`config.mk`:
```
export PLATFORM = sky130hd
export DESIGN_NAME = png_header_and_chunk_validator_core
export DESIGN_NICKNAME = d
export VERILOG_FILES = /design/src/rtl/png_hcv_pkg.sv /design/src/rtl/png_header_and_chunk_validator_core.sv
export SDC_FILE = /design/constraint.sdc
export NUM_CORES = 2
export LEC_CHECK = 0
export BUFFER_PORTS_ARGS = -buffer_cell sky130_fd_sc_hd__buf_2
export CORE_AREA = 2 2 333 335
export DETAILED_ROUTE_END_ITERATION = 8
export DIE_AREA = 0 0 335 337
export PLACE_DENSITY = 0.7
export SLEW_MARGIN = 30
export SYNTH_ARGS = -nofsm -noshare
export SYNTH_HDL_FRONTEND = slang
export SYNTH_SLANG_ARGS = --single-unit
export TNS_END_PERCENT = 20
```
`constraint.sdc`:
```
create_clock -name clk -period 8.88 [get_ports clk]
set_input_delay 0.444 -clock clk [delete_from_list [all_inputs] [get_ports clk]]
set_output_delay 0.444 -clock clk [all_outputs]
set_load 0.02 [all_outputs]
```
`src/rtl/png_hcv_pkg.sv`:
```
`timescale 1ns / 1ps
// ----------------------------------------------------------------------------
// PNG header and chunk validator package
// Shared constants, codes and helper functions for the PNG validator.
// ----------------------------------------------------------------------------
package png_hcv_pkg;

	// Result status codes.
	localparam logic [1:0] ST_OK         = 2'd0;
	localparam logic [1:0] ST_BAD_HEADER = 2'd1;
	localparam logic [1:0] ST_BAD_CHUNK  = 2'd2;
	localparam logic [1:0] ST_TOO_LONG   = 2'd3;

	// Failure codes kept while a file streams in.
	localparam logic [1:0] FAIL_NONE   = 2'd0;
	localparam logic [1:0] FAIL_HEADER = 2'd1;
	localparam logic [1:0] FAIL_CHUNK  = 2'd2;

	// Parser phases.
	localparam logic [2:0] PH_HEADER = 3'd0;
	localparam logic [2:0] PH_LEN    = 3'd1;
	localparam logic [2:0] PH_TYPE   = 3'd2;
	localparam logic [2:0] PH_BODY   = 3'd3;
	localparam logic [2:0] PH_CRC    = 3'd4;
	localparam logic [2:0] PH_ENDED  = 3'd5;

	// Configuration register indexes.
	localparam logic [1:0] REG_MAX_FILE_BYTES = 2'd0;
	localparam logic [1:0] REG_MAX_PIXELS     = 2'd1;
	localparam logic [1:0] REG_HEADER_ONLY    = 2'd2;

	localparam logic [29:0] MAX_FILE_BYTES_RST = 30'd536870912;
	localparam logic [31:0] MAX_PIXELS_RST     = 32'd100000000;

	localparam logic [29:0] OFFSET_MAX   = 30'h3FFF_FFFF;
	localparam logic [30:0] HEADER_BYTES = 31'd33;

	localparam logic [31:0] TYPE_IHDR = 32'h4948_4452;
	localparam logic [31:0] TYPE_IDAT = 32'h4944_4154;
	localparam logic [31:0] TYPE_IEND = 32'h4945_4E44;

	localparam logic [31:0] CRC_POLY   = 32'hEDB8_8320;
	localparam logic [31:0] CRC_PRESET = 32'hFFFF_FFFF;

	localparam logic [31:0] DIM_MAX = 32'h7FFF_FFFF;

	typedef logic [7:0] byte_arr_t [16];

	// Signature followed by the IHDR length and type.
	localparam byte_arr_t LEAD_BYTES = '{
		8'd137, 8'd80, 8'd78, 8'd71, 8'd13, 8'd10, 8'd26, 8'd10,
		8'd0, 8'd0, 8'd0, 8'd13, 8'd73, 8'd72, 8'd68, 8'd82
	};

	// Reflected CRC-32 update over one byte, fully unrolled.
	function automatic logic [31:0] crc_byte(input logic [31:0] crc, input logic [7:0] b);
		logic [31:0] c;
		c = crc ^ {24'd0, b};
		for (int k = 0; k < 8; k++) begin
			c = (c >> 1) ^ (CRC_POLY & {32{c[0]}});
		end
		return c;
	endfunction

	// Legal bit depth for a given color type.
	function automatic logic depth_ok(input logic [7:0] color, input logic [7:0] depth);
		logic low_depth;
		logic ok;
		low_depth = (depth == 8'd1) || (depth == 8'd2) || (depth == 8'd4) || (depth == 8'd8);
		case (color)
			8'd0: ok = low_depth || (depth == 8'd16);
			8'd3: ok = low_depth;
			8'd2, 8'd4, 8'd6: ok = (depth == 8'd8) || (depth == 8'd16);
			default: ok = 1'b0;
		endcase
		return ok;
	endfunction

endpackage

```
`src/rtl/png_header_and_chunk_validator_core.sv`:
```
`timescale 1ns / 1ps
// ----------------------------------------------------------------------------
// PNG header and chunk validator core
// Checks a PNG byte stream: signature, IHDR fields and CRC, then the chunk
// structure up to IEND, and reports one verdict on the final byte.
// ----------------------------------------------------------------------------
//
// Channel | Signals                                   | Transfer when
// --------+-------------------------------------------+-----------------------
// in      | in_valid, in_ready, data_byte, last_byte  | in_valid & in_ready
// out     | out_valid, out_ready, status, image_*     | out_valid & out_ready
// config  | psel, penable, pwrite, paddr, pwdata, ... | psel & penable & pwrite
//
// One byte per cycle is sustained while no final byte waits on a stalled output.
// A byte is held in the input register, and its verdict (final byte only) is
// loaded from there into the output register once that register has room.
// The width times height product is registered from the captured IHDR fields
// and is ready long before the last IHDR byte. Reset clears all stream state but the product.
// A stalled output holds back only a final byte; other bytes keep flowing.
//
module png_header_and_chunk_validator_core (
	input  logic        clk,
	input  logic        arst_n,
	input  logic        in_valid,
	output logic        in_ready,
	input  logic [7:0]  data_byte,
	input  logic        last_byte,
	output logic        out_valid,
	input  logic        out_ready,
	output logic [1:0]  status,
	output logic [30:0] image_width,
	output logic [30:0] image_height,
	input  logic        psel,
	input  logic        penable,
	input  logic        pwrite,
	input  logic [3:0]  paddr,
	input  logic [31:0] pwdata,
	output logic [31:0] prdata,
	output logic        pready
);

	// Configuration registers.
	logic [29:0] max_file_bytes_q;
	logic [31:0] max_pixels_q;
	logic        header_only_q;

	// Input register.
	logic        valid_s1;
	logic [7:0]  data_s1;
	logic        last_s1;

	// Stream state.
	logic [29:0] offset_q, offset_n;
	logic [31:0] crc_q, crc_n;
	logic [31:0] width_q, width_n;
	logic [31:0] height_q, height_n;
	logic [7:0]  depth_q, depth_n;
	logic [7:0]  color_q, color_n;
	logic [31:0] stored_crc_q, stored_crc_n;
	logic [31:0] chunk_len_q, chunk_len_n;
	logic [31:0] chunk_pos_q, chunk_pos_n;
	logic [31:0] chunk_type_q, chunk_type_n;
	logic [2:0]  phase_q, phase_n;
	logic        seen_q, seen_n;
	logic [1:0]  fail_q, fail_n;
	logic [63:0] area_q;

	// Output register.
	logic        out_valid_q;
	logic [1:0]  status_q, status_n;
	logic [30:0] out_width_q, out_width_n;
	logic [30:0] out_height_q, out_height_n;

	logic        advance;
	logic        cfg_write;
	logic [30:0] total;
	logic [31:0] pos_inc;

	assign cfg_write = psel && penable && pwrite;
	assign pready    = 1'b1;

	always_comb begin
		case (paddr[3:2])
			png_hcv_pkg::REG_MAX_FILE_BYTES: prdata = {2'd0, max_file_bytes_q};
			png_hcv_pkg::REG_MAX_PIXELS:     prdata = max_pixels_q;
			png_hcv_pkg::REG_HEADER_ONLY:    prdata = {31'd0, header_only_q};
			default:                         prdata = 32'd0;
		endcase
	end

	always_ff @(posedge clk or negedge arst_n) begin
		if (!arst_n) begin
			max_file_bytes_q <= png_hcv_pkg::MAX_FILE_BYTES_RST;
			max_pixels_q     <= png_hcv_pkg::MAX_PIXELS_RST;
			header_only_q    <= 1'b0;
		end else if (cfg_write) begin
			case (paddr[3:2])
				png_hcv_pkg::REG_MAX_FILE_BYTES: max_file_bytes_q <= pwdata[29:0];
				png_hcv_pkg::REG_MAX_PIXELS:     max_pixels_q     <= pwdata;
				png_hcv_pkg::REG_HEADER_ONLY:    header_only_q    <= pwdata[0];
				default: ;
			endcase
		end
	end

	// A non-final byte never needs room in the output register.
	assign advance  = valid_s1 && (!last_s1 || !out_valid_q || out_ready);
	assign in_ready = !valid_s1 || advance;

	always_ff @(posedge clk or negedge arst_n) begin
		if (!arst_n) begin
			valid_s1 <= 1'b0;
		end else if (in_ready) begin
			valid_s1 <= in_valid;
		end
	end

	always_ff @(posedge clk) begin
		if (in_valid && in_ready) begin
			data_s1 <= data_byte;
			last_s1 <= last_byte;
		end
	end

	assign total   = {1'b0, offset_q} + 31'd1;
	assign pos_inc = chunk_pos_q + 32'd1;

	always_comb begin
		offset_n     = offset_q;
		crc_n        = crc_q;
		width_n      = width_q;
		height_n     = height_q;
		depth_n      = depth_q;
		color_n      = color_q;
		stored_crc_n = stored_crc_q;
		chunk_len_n  = chunk_len_q;
		chunk_pos_n  = chunk_pos_q;
		chunk_type_n = chunk_type_q;
		phase_n      = phase_q;
		seen_n       = seen_q;
		fail_n       = fail_q;
		status_n     = png_hcv_pkg::ST_OK;
		out_width_n  = 31'd0;
		out_height_n = 31'd0;

		if (advance) begin
			if (phase_q == png_hcv_pkg::PH_HEADER) begin
				if (offset_q < 30'd33) begin
					if (offset_q < 30'd16 &&
					    data_s1 != png_hcv_pkg::LEAD_BYTES[offset_q[3:0]]) begin
						fail_n = png_hcv_pkg::FAIL_HEADER;
					end
					if (offset_q >= 30'd12 && offset_q <= 30'd28) begin
						crc_n = png_hcv_pkg::crc_byte(crc_q, data_s1);
					end
					if (offset_q >= 30'd16 && offset_q <= 30'd19) begin
						width_n = {width_q[23:0], data_s1};
					end else if (offset_q >= 30'd20 && offset_q <= 30'd23) begin
						height_n = {height_q[23:0], data_s1};
					end else if (offset_q == 30'd24) begin
						depth_n = data_s1;
					end else if (offset_q == 30'd25) begin
						color_n = data_s1;
					end else if ((offset_q == 30'd26 || offset_q == 30'd27) &&
					             data_s1 != 8'd0) begin
						fail_n = png_hcv_pkg::FAIL_HEADER;
					end else if (offset_q == 30'd28 && data_s1 > 8'd1) begin
						fail_n = png_hcv_pkg::FAIL_HEADER;
					end else if (offset_q >= 30'd29) begin
						stored_crc_n = {stored_crc_q[23:0], data_s1};
					end

					// The last CRC byte closes the header: the dimension, pixel-count, depth and CRC checks land here.
					if (offset_q == 30'd32) begin
						if (width_q == 32'd0 || height_q == 32'd0 ||
						    width_q > png_hcv_pkg::DIM_MAX ||
						    height_q > png_hcv_pkg::DIM_MAX ||
						    area_q > {32'd0, max_pixels_q} ||
						    !png_hcv_pkg::depth_ok(color_q, depth_q) ||
						    (crc_q ^ png_hcv_pkg::CRC_PRESET) != stored_crc_n) begin
							fail_n = png_hcv_pkg::FAIL_HEADER;
						end
						phase_n     = png_hcv_pkg::PH_LEN;
						chunk_pos_n = 32'd0;
						chunk_len_n = 32'd0;
					end
				end
			end else if (fail_q == png_hcv_pkg::FAIL_NONE) begin
				case (phase_q)
					png_hcv_pkg::PH_LEN: begin
						chunk_len_n = {chunk_len_q[23:0], data_s1};
						chunk_pos_n = pos_inc;
						if (pos_inc == 32'd4) begin
							phase_n      = png_hcv_pkg::PH_TYPE;
							chunk_pos_n  = 32'd0;
							chunk_type_n = 32'd0;
						end
					end
					png_hcv_pkg::PH_TYPE: begin
						chunk_type_n = {chunk_type_q[23:0], data_s1};
						chunk_pos_n  = pos_inc;
						if (pos_inc == 32'd4) begin
							chunk_pos_n = 32'd0;
							if (chunk_type_n == png_hcv_pkg::TYPE_IHDR) begin
								fail_n = png_hcv_pkg::FAIL_CHUNK;
							end
							if (chunk_type_n == png_hcv_pkg::TYPE_IDAT &&
							    chunk_len_q != 32'd0) begin
								seen_n = 1'b1;
							end
							if (chunk_type_n == png_hcv_pkg::TYPE_IEND &&
							    (!seen_q || chunk_len_q != 32'd0)) begin
								fail_n = png_hcv_pkg::FAIL_CHUNK;
							end
							phase_n = (chunk_len_q == 32'd0) ? png_hcv_pkg::PH_CRC
							                                 : png_hcv_pkg::PH_BODY;
						end
					end
					png_hcv_pkg::PH_BODY: begin
						chunk_pos_n = pos_inc;
						if (pos_inc == chunk_len_q) begin
							phase_n     = png_hcv_pkg::PH_CRC;
							chunk_pos_n = 32'd0;
						end
					end
					png_hcv_pkg::PH_CRC: begin
						chunk_pos_n = pos_inc;
						if (pos_inc == 32'd4) begin
							chunk_pos_n = 32'd0;
							if (chunk_type_q == png_hcv_pkg::TYPE_IEND) begin
								phase_n = png_hcv_pkg::PH_ENDED;
							end else begin
								phase_n     = png_hcv_pkg::PH_LEN;
								chunk_len_n = 32'd0;
							end
						end
					end
					default: begin
						// Anything after an accepted IEND is a trailing byte.
						fail_n = png_hcv_pkg::FAIL_CHUNK;
					end
				endcase
			end

			if (offset_q < png_hcv_pkg::OFFSET_MAX) begin
				offset_n = offset_q + 30'd1;
			end

			if (last_s1) begin
				if (total > {1'b0, max_file_bytes_q}) begin
					status_n = png_hcv_pkg::ST_TOO_LONG;
				end else if (fail_n == png_hcv_pkg::FAIL_HEADER ||
				             total < png_hcv_pkg::HEADER_BYTES) begin
					status_n = png_hcv_pkg::ST_BAD_HEADER;
				end else if (header_only_q) begin
					status_n = png_hcv_pkg::ST_OK;
				end else if (fail_n != png_hcv_pkg::FAIL_NONE ||
				             phase_n != png_hcv_pkg::PH_ENDED) begin
					status_n = png_hcv_pkg::ST_BAD_CHUNK;
				end else begin
					status_n = png_hcv_pkg::ST_OK;
				end
				if (status_n == png_hcv_pkg::ST_OK) begin
					out_width_n  = width_n[30:0];
					out_height_n = height_n[30:0];
				end

				// Back to the reset state for the next file.
				offset_n     = 30'd0;
				crc_n        = png_hcv_pkg::CRC_PRESET;
				width_n      = 32'd0;
				height_n     = 32'd0;
				depth_n      = 8'd0;
				color_n      = 8'd0;
				stored_crc_n = 32'd0;
				chunk_len_n  = 32'd0;
				chunk_pos_n  = 32'd0;
				chunk_type_n = 32'd0;
				phase_n      = png_hcv_pkg::PH_HEADER;
				seen_n       = 1'b0;
				fail_n       = png_hcv_pkg::FAIL_NONE;
			end
		end
	end

	always_ff @(posedge clk or negedge arst_n) begin
		if (!arst_n) begin
			offset_q     <= 30'd0;
			crc_q        <= png_hcv_pkg::CRC_PRESET;
			width_q      <= 32'd0;
			height_q     <= 32'd0;
			depth_q      <= 8'd0;
			color_q      <= 8'd0;
			stored_crc_q <= 32'd0;
			chunk_len_q  <= 32'd0;
			chunk_pos_q  <= 32'd0;
			chunk_type_q <= 32'd0;
			phase_q      <= png_hcv_pkg::PH_HEADER;
			seen_q       <= 1'b0;
			fail_q       <= png_hcv_pkg::FAIL_NONE;
		end else begin
			offset_q     <= offset_n;
			crc_q        <= crc_n;
			width_q      <= width_n;
			height_q     <= height_n;
			depth_q      <= depth_n;
			color_q      <= color_n;
			stored_crc_q <= stored_crc_n;
			chunk_len_q  <= chunk_len_n;
			chunk_pos_q  <= chunk_pos_n;
			chunk_type_q <= chunk_type_n;
			phase_q      <= phase_n;
			seen_q       <= seen_n;
			fail_q       <= fail_n;
		end
	end

	// Height is complete nine bytes before the header check reads the product.
	always_ff @(posedge clk) begin
		area_q <= {32'd0, width_q} * {32'd0, height_q};
	end

	always_ff @(posedge clk or negedge arst_n) begin
		if (!arst_n) begin
			out_valid_q <= 1'b0;
		end else if (advance && last_s1) begin
			out_valid_q <= 1'b1;
		end else if (out_ready) begin
			out_valid_q <= 1'b0;
		end
	end

	always_ff @(posedge clk) begin
		if (advance && last_s1) begin
			status_q     <= status_n;
			out_width_q  <= out_width_n;
			out_height_q <= out_height_n;
		end
	end

	assign out_valid    = out_valid_q;
	assign status       = status_q;
	assign image_width  = out_width_q;
	assign image_height = out_height_q;

	// A new result only ever follows a final byte.
	assert property (@(posedge clk) disable iff (!arst_n)
		$rose(out_valid_q) |-> $past(valid_s1 && last_s1))
		else $error("result produced without a final byte");

	// Leaving the header phase requires the whole header to have been seen.
	assert property (@(posedge clk) disable iff (!arst_n)
		phase_q != png_hcv_pkg::PH_HEADER |-> offset_q >= 30'd33)
		else $error("chunk walk started before end of header");

	// IEND is accepted only after pixel data.
	assert property (@(posedge clk) disable iff (!arst_n)
		phase_q == png_hcv_pkg::PH_ENDED |-> seen_q)
		else $error("ended phase without pixel data");

	// The final byte returns the stream state to its start.
	assert property (@(posedge clk) disable iff (!arst_n)
		advance && last_s1 |=> offset_q == 30'd0 && phase_q == png_hcv_pkg::PH_HEADER &&
		fail_q == png_hcv_pkg::FAIL_NONE)
		else $error("stream state not cleared after final byte");

	// A passing verdict always carries nonzero dimensions.
	assert property (@(posedge clk) disable iff (!arst_n)
		out_valid_q && status_q == png_hcv_pkg::ST_OK |->
		out_width_q != 31'd0 && out_height_q != 31'd0)
		else $error("ok status with zero dimension");

endmodule
```
## Word level (Yosys, flattened, before mapping)

Memories as Yosys holds them, arrays and structs flattened.
Index checks and enable logic that the tools add are counted.

| storage, ports and cells | value |
|---|---|
| bits in registers | 478 |
| latch bits | 0 |
| memory bits (writable) | 0 |
| memory bits (read-only) | 128 |
| input port bits | 52 |
| output and inout bits | 99 |
| logic and storage cells | 295 |
| memories | 1 |

Memory list:

| memory | depth | width | rd ports | clocked after Yosys merged registers in | write ports | RTL line | text |
|---|---|---|---|---|---|---|---|
| (name not given) | 16 | 8 | 1 | 0 | 0 | png_header_and_chunk_validator_core.sv:150 | `data_s1 != png_hcv_pkg::LEAD_BYTES[offset_q[3:0]]) begin` |

| operators by class | value |
|---|---|
| add/subtract/negate cells | 3 |
| multipliers | 1 |
| divide/modulo/power cells | 0 |
| order comparisons | 17 |
| eq/ne operators | 40 |
| shifts and indexed selects | 0 |
| multiplexer cells | 113 |
| bitwise operators | 11 |
| reductions and logical operators | 83 |

Operators by type and width:

| operator | count |
|---|---|
| $mux 32 | 42 |
| $xor 31x32->32 | 8 |
| $pmux 32 s2 | 3 |
| $eq 30x5->1 const B | 5 |
| $eq 32x31->1 const B | 4 |
| $mux 8 | 15 |
| $logic_not 32->1 | 3 |
| $pmux 32 s3 | 1 |
| $ge 30x5->1 const B | 3 |
| $le 30x5->1 const B | 3 |
| $gt 32x31->1 const B | 2 |
| $gt 64x32->1 | 1 |
| $mul 32x32->64 | 1 |
| $mux 30 | 2 |
| $mux 2 | 23 |
| $mux 3 | 12 |
| $add 32x1->32 const B | 1 |
| $eq 32x3->1 const B | 1 |
| $eq 32x32->1 | 1 |
| $ne 32x32->1 | 1 |
| $not 32->32 | 1 |
| $reduce_bool 32->1 | 1 |
| $xor 32x8->32 | 1 |
| $add 30x1->31 const B | 1 |
| 47 further kinds | 132 |

## Logic depth before layout (Yosys ltp)

| logic depth | value |
|---|---|
| word-level depth | 28 |
| depth in mapped cells | 33 |
| mapped depth without buffers | 30 |

## Worst setup path after synthesis

Ideal clock, no wire load.

| timing path | value |
|---|---|
| path type | register to register |
| start point | register width_q[10] |
| end point | register area_q[63] |
| library setup time | 0.124 ns |
| arrival time | 7.956 ns |
| data required time | 8.756 ns |
| setup slack | 0.800 ns |
| cell stages (with the launch flop) | 30 |
| buffers on the path | 3 |
| period minus slack after synthesis | 8.080 ns |
| cell sequence | dfrtp_1 -> clkbuf_1 -> clkbuf_1 -> and2_1 -> fa_1 -> fa_1 -> inv_1 -> fa_1 -> fa_1 -> inv_1 -> fa_1 -> fa_1 -> fa_1 -> inv_1 -> fa_1 -> inv_1 -> ha_1 -> clkbuf_1 -> nand2_1 -> nor4_1 -> nand4_1 -> or3_1 -> o211ai_1 -> a41o_1 -> a21oi_1 -> o21ai_0 -> a21oi_1 -> o31a_1 -> a21oi_1 -> a211oi_1 |

| on the way | value |
|---|---|
| word-level cells in the longest chain between the ends | 1 |

Ends and longest elaborated chain:

| what | RTL line | text |
|---|---|---|
| start, declared | png_header_and_chunk_validator_core.sv:55 | `logic [31:0] width_q, width_n;` |
| start signal, assigned | png_header_and_chunk_validator_core.sv:304 | `width_q <= width_n;` |
| $mul 32x32->64 | png_header_and_chunk_validator_core.sv:320 | `area_q <= {32'd0, width_q} * {32'd0, height_q};` |
| end signal, assigned | png_header_and_chunk_validator_core.sv:320 |  |
| end, declared | png_header_and_chunk_validator_core.sv:66 | `logic [63:0] area_q;` |

Every way passes these cells.
A chain may end at the register's enable or synchronous reset.

## Worst setup path after layout

| timing path | value |
|---|---|
| start point | register height_q[22] |
| end point | register area_q[53] |

| on the way | value |
|---|---|
| word-level cells in the longest chain between the ends | 1 |

Ends and longest elaborated chain:

| what | RTL line | text |
|---|---|---|
| start, declared | png_header_and_chunk_validator_core.sv:56 | `logic [31:0] height_q, height_n;` |
| start signal, assigned | png_header_and_chunk_validator_core.sv:305 | `height_q <= height_n;` |
| $mul 32x32->64 | png_header_and_chunk_validator_core.sv:320 |  |

Every way passes these cells.

==> impl_metrics.ini <==
[finish]
nFillCells = 9420
finalNonFillerCells = 7835
nets = 7634
area_growth_pct = 8.49
drive_gt1_share_pct = 9.54

[clock_tree]
cts_sinks = 478
cts.htree.levels = 2
cts_buffers = 59
cts_tree = built
cts_buffer_depth = 3
cts_root_buf = clkbuf_16
clock_latency_ns = 0.68
clk_pin_slew_ns = 0.06
post_cts_buffers = 0

[power_and_ir_drop]
clock_power_share_pct = 45.4
peakVddDrop_mv = 0.160
internal_power_uw = 4090
p_sw_uw = 1640
p_leak_uw = 0.0310
power_density_mw_per_mm2 = 90.0
p_seq_share_pct = 42.1
swShare_pct = 28.6
comb_power_share_pct = 12.5

[detailed_routing]
drtIter0Drc = 3745
drc = 0
viasPerCell = 5.82
drtPass1Iterations = 6
vias = 45597
ant_nets = 0
wl_per_cell_um = 21.8
wirelength_um = 171000

[global_routing]
track_usage_pct = 31.1
grt_pass1_vias = 47246
antenna_found_initial = 3
grt_max_degree = 91
global_route.overflow_total = 0
grt_pass1_wl_um = 272000

[place]
place_inst = 7678
portBuffers = 147
hpwlAfterDp_um = 131000
routabilityCongestion = 0.965

[worst_setup_path]
worstSetupPathType = reg -> reg
cp_top_family = adder cells
slowest_stage = fa_1
rr_worst_depth = 30
r2r-end = area_q[53]
reg2reg_slack_ns = 0.37
timing.critical_path.mode_cell = fa_1
timing.critical_path.buf_inv = 8
arrival_ns = 9.09
path_max_fanout = 10
required_ns = 9.46
start_kind = flip-flop
critPathMaxStageDelay_ns = 0.58
r2r-start = height_q[22]
endpoint_kind = flip-flop
worst-path-stages = 30

[floorplanning]
dieArea_mm2 = 0.113
dieWidth_um = 335
start_util_pct = 53.6
core_mm2 = 0.110
ios = 151
die_height_um = 337
row_count = 122

[run_status]
status = finished clean

[worst_hold_path]
hold_path_end = out_valid
hold_start = out_ready
hold_depth = 2
holdCritPathClass = in -> reg

[yosys]
synth_ff_type = dfrtp_1
synth_edf_count = 73
synthCells = 6354
ys_async_sr_fraction_pct = 71.3
netlist_top_cells_area = fa_1 31%, dfrtp_1 13%, ha_1 7.1%
synth_area_mm2 = 0.0587
yosysMostFrequentCell = inv_1
synth_nets = 7634
synth_top_area_share_pct = 30.6
synth_common_cells = 1022 x inv_1, 896 x fa_1, 753 x nand2_1
yosys_warnings = 0
synth_seq_cells = 478
synth_top_cell_by_area = fa_1
synthDistinctLibCells = 96
ys_seq_area_share_pct = 20.5
avgSynthCellArea_um2 = 9.24

[job]
maxCapViolations = 0

[timing]
slew_headroom_pct = 27.0
tightestPinTransition_ns = 1.09
fin_crit_sh_pct = 95.8
hold_viol_final = 0
rsz0062_at_grt = no
setup_tns_ns = 0
finClkSkew_ns = 0.0296
drv_slew = 0
fmax_mhz = 118
period_minus_slack_ns = 8.51
finalSetupViolations = 0
==> power by group through the flow <==
stage | clock [µW] | combinational [µW] | sequential [µW]
4_1_cts | 2640 | 704 | 2410
2_1_floorplan | 0 | 412 | 2430
3_5_place_dp | 0 | 684 | 2450
3_3_place_gp | 0 | 665 | 2450
6_report | 2600 | 716 | 2410
5_1_grt | 2720 | 770 | 2420
==> how the worst max path moves through the flow <==
stage / start / end / slack [ns]
finish: height_q[22] / area_q[53] / 0.37
global route: height_q[7] / area_q[60] / 0.003
CTS: height_q[6] / area_q[62] / 0.18
detailed placement: height_q[6] / area_q[62] / 0.23
global placement: height_q[6] / area_q[62] / 0.22
floorplan: width_q[10] / area_q[63] / 0.80
==> registers in the layout (all words and copies together) (netlist names), 30 cells and up <==
name and cells:
crc_q 32, chunk_pos_q 32, chunk_type_q 32, max_file_bytes_q 30, chunk_len_q 32, max_pixels_q 32, stored_crc_q 32, width_q 32
height_q 32, area_q 64, image_height 31, image_width 31, offset_q 30
==> cell type report <==
| class | count | area [µm²] | share of cell area (%) |
|---|---|---|---|
| antenna | 5 | 12.5 | 0.0196 |
| clock buffer | 77 | 1630 | 2.56 |
| clock inverter | 34 | 445 | 0.699 |
| inverter | 1022 | 3840 | 6.03 |
| multi-input combinational | 4411 | 41200 | 64.6 |
| sequential | 478 | 12100 | 19.0 |
| tap | 1426 | 1780 | 2.80 |
| timing repair buffer | 382 | 2730 | 4.29 |
==> through the flow <==
stage	worst slack [ns]	total power (µW)	hold slack (ns)	utilization (%)	cell area [µm²]
after floorplan	0.800	2840	0.148	-	58700
after global placement	0.223	3110	0.460	55.7	61000
after detailed placement	0.234	3130	0.469	55.7	61100
after CTS	0.181	5750	0.00114	58.0	63600
after global routing	0.00298	5910	0.0230	58.1	63700
final	0.372	5730	0.0290	58.1	63700
==> placed cells by master, fill, tap and decap left out, types with 65 or more instances in the layout <==
master and count:
nand4_1 65, xnor2_1 153, nor2b_1 67, nand2_1 752, and2_1 613, inv_1 1021, ha_1 332, dfrtp_1 284
buf_2 145, nor2_1 182, a22o_1 106, o21ai_0 247, a21oi_1 124, nand3_1 111, buf_4 184, fa_1 896
edfxtp_1 73, mux2i_1 77
==> worst reg2reg max path: cells and delay by family (launching register included) <==
kind | cells | cell delay [ns]
AND/OR/NAND/NOR | 6 | 1.26
buffers and inverters | 8 | 0.72
adder cells (fa/ha/maj) | 9 | 4.62
AO/OA/AOI/OAI | 7 | 1.34
flip-flops | 1 | 0.51
==> routing by layer <==
metal	routed length [µm]	vias up	track usage, %
met4	7470	0	12.1
met3	15400	451	6.06
met1	68500	23058	41.8
met5	0	-	0
met2	79200	2008	49.8
li1	-	20080	-
==> cell families after synthesis <==
kind of cell,Yosys count,share of synthesized area (%)
AOI/OAI and AO/OA,817,9.35
xor gates and xnor gates,215,3.21
adders and majority gates,1228,37.6
buffers and inverters,1465,9.56
DFF,478,20.5
muxes,101,1.80
other,1,0.00639
and+or+nand+nor,2049,17.9
==> timing repair <==
action,in CTS,in global routing
resized for setup,0,18
endpoints found under the hold margin,135,0
hold buffers,40,0
endpoints found under the setup margin,0,12
(Power assumes the default switching activity.)
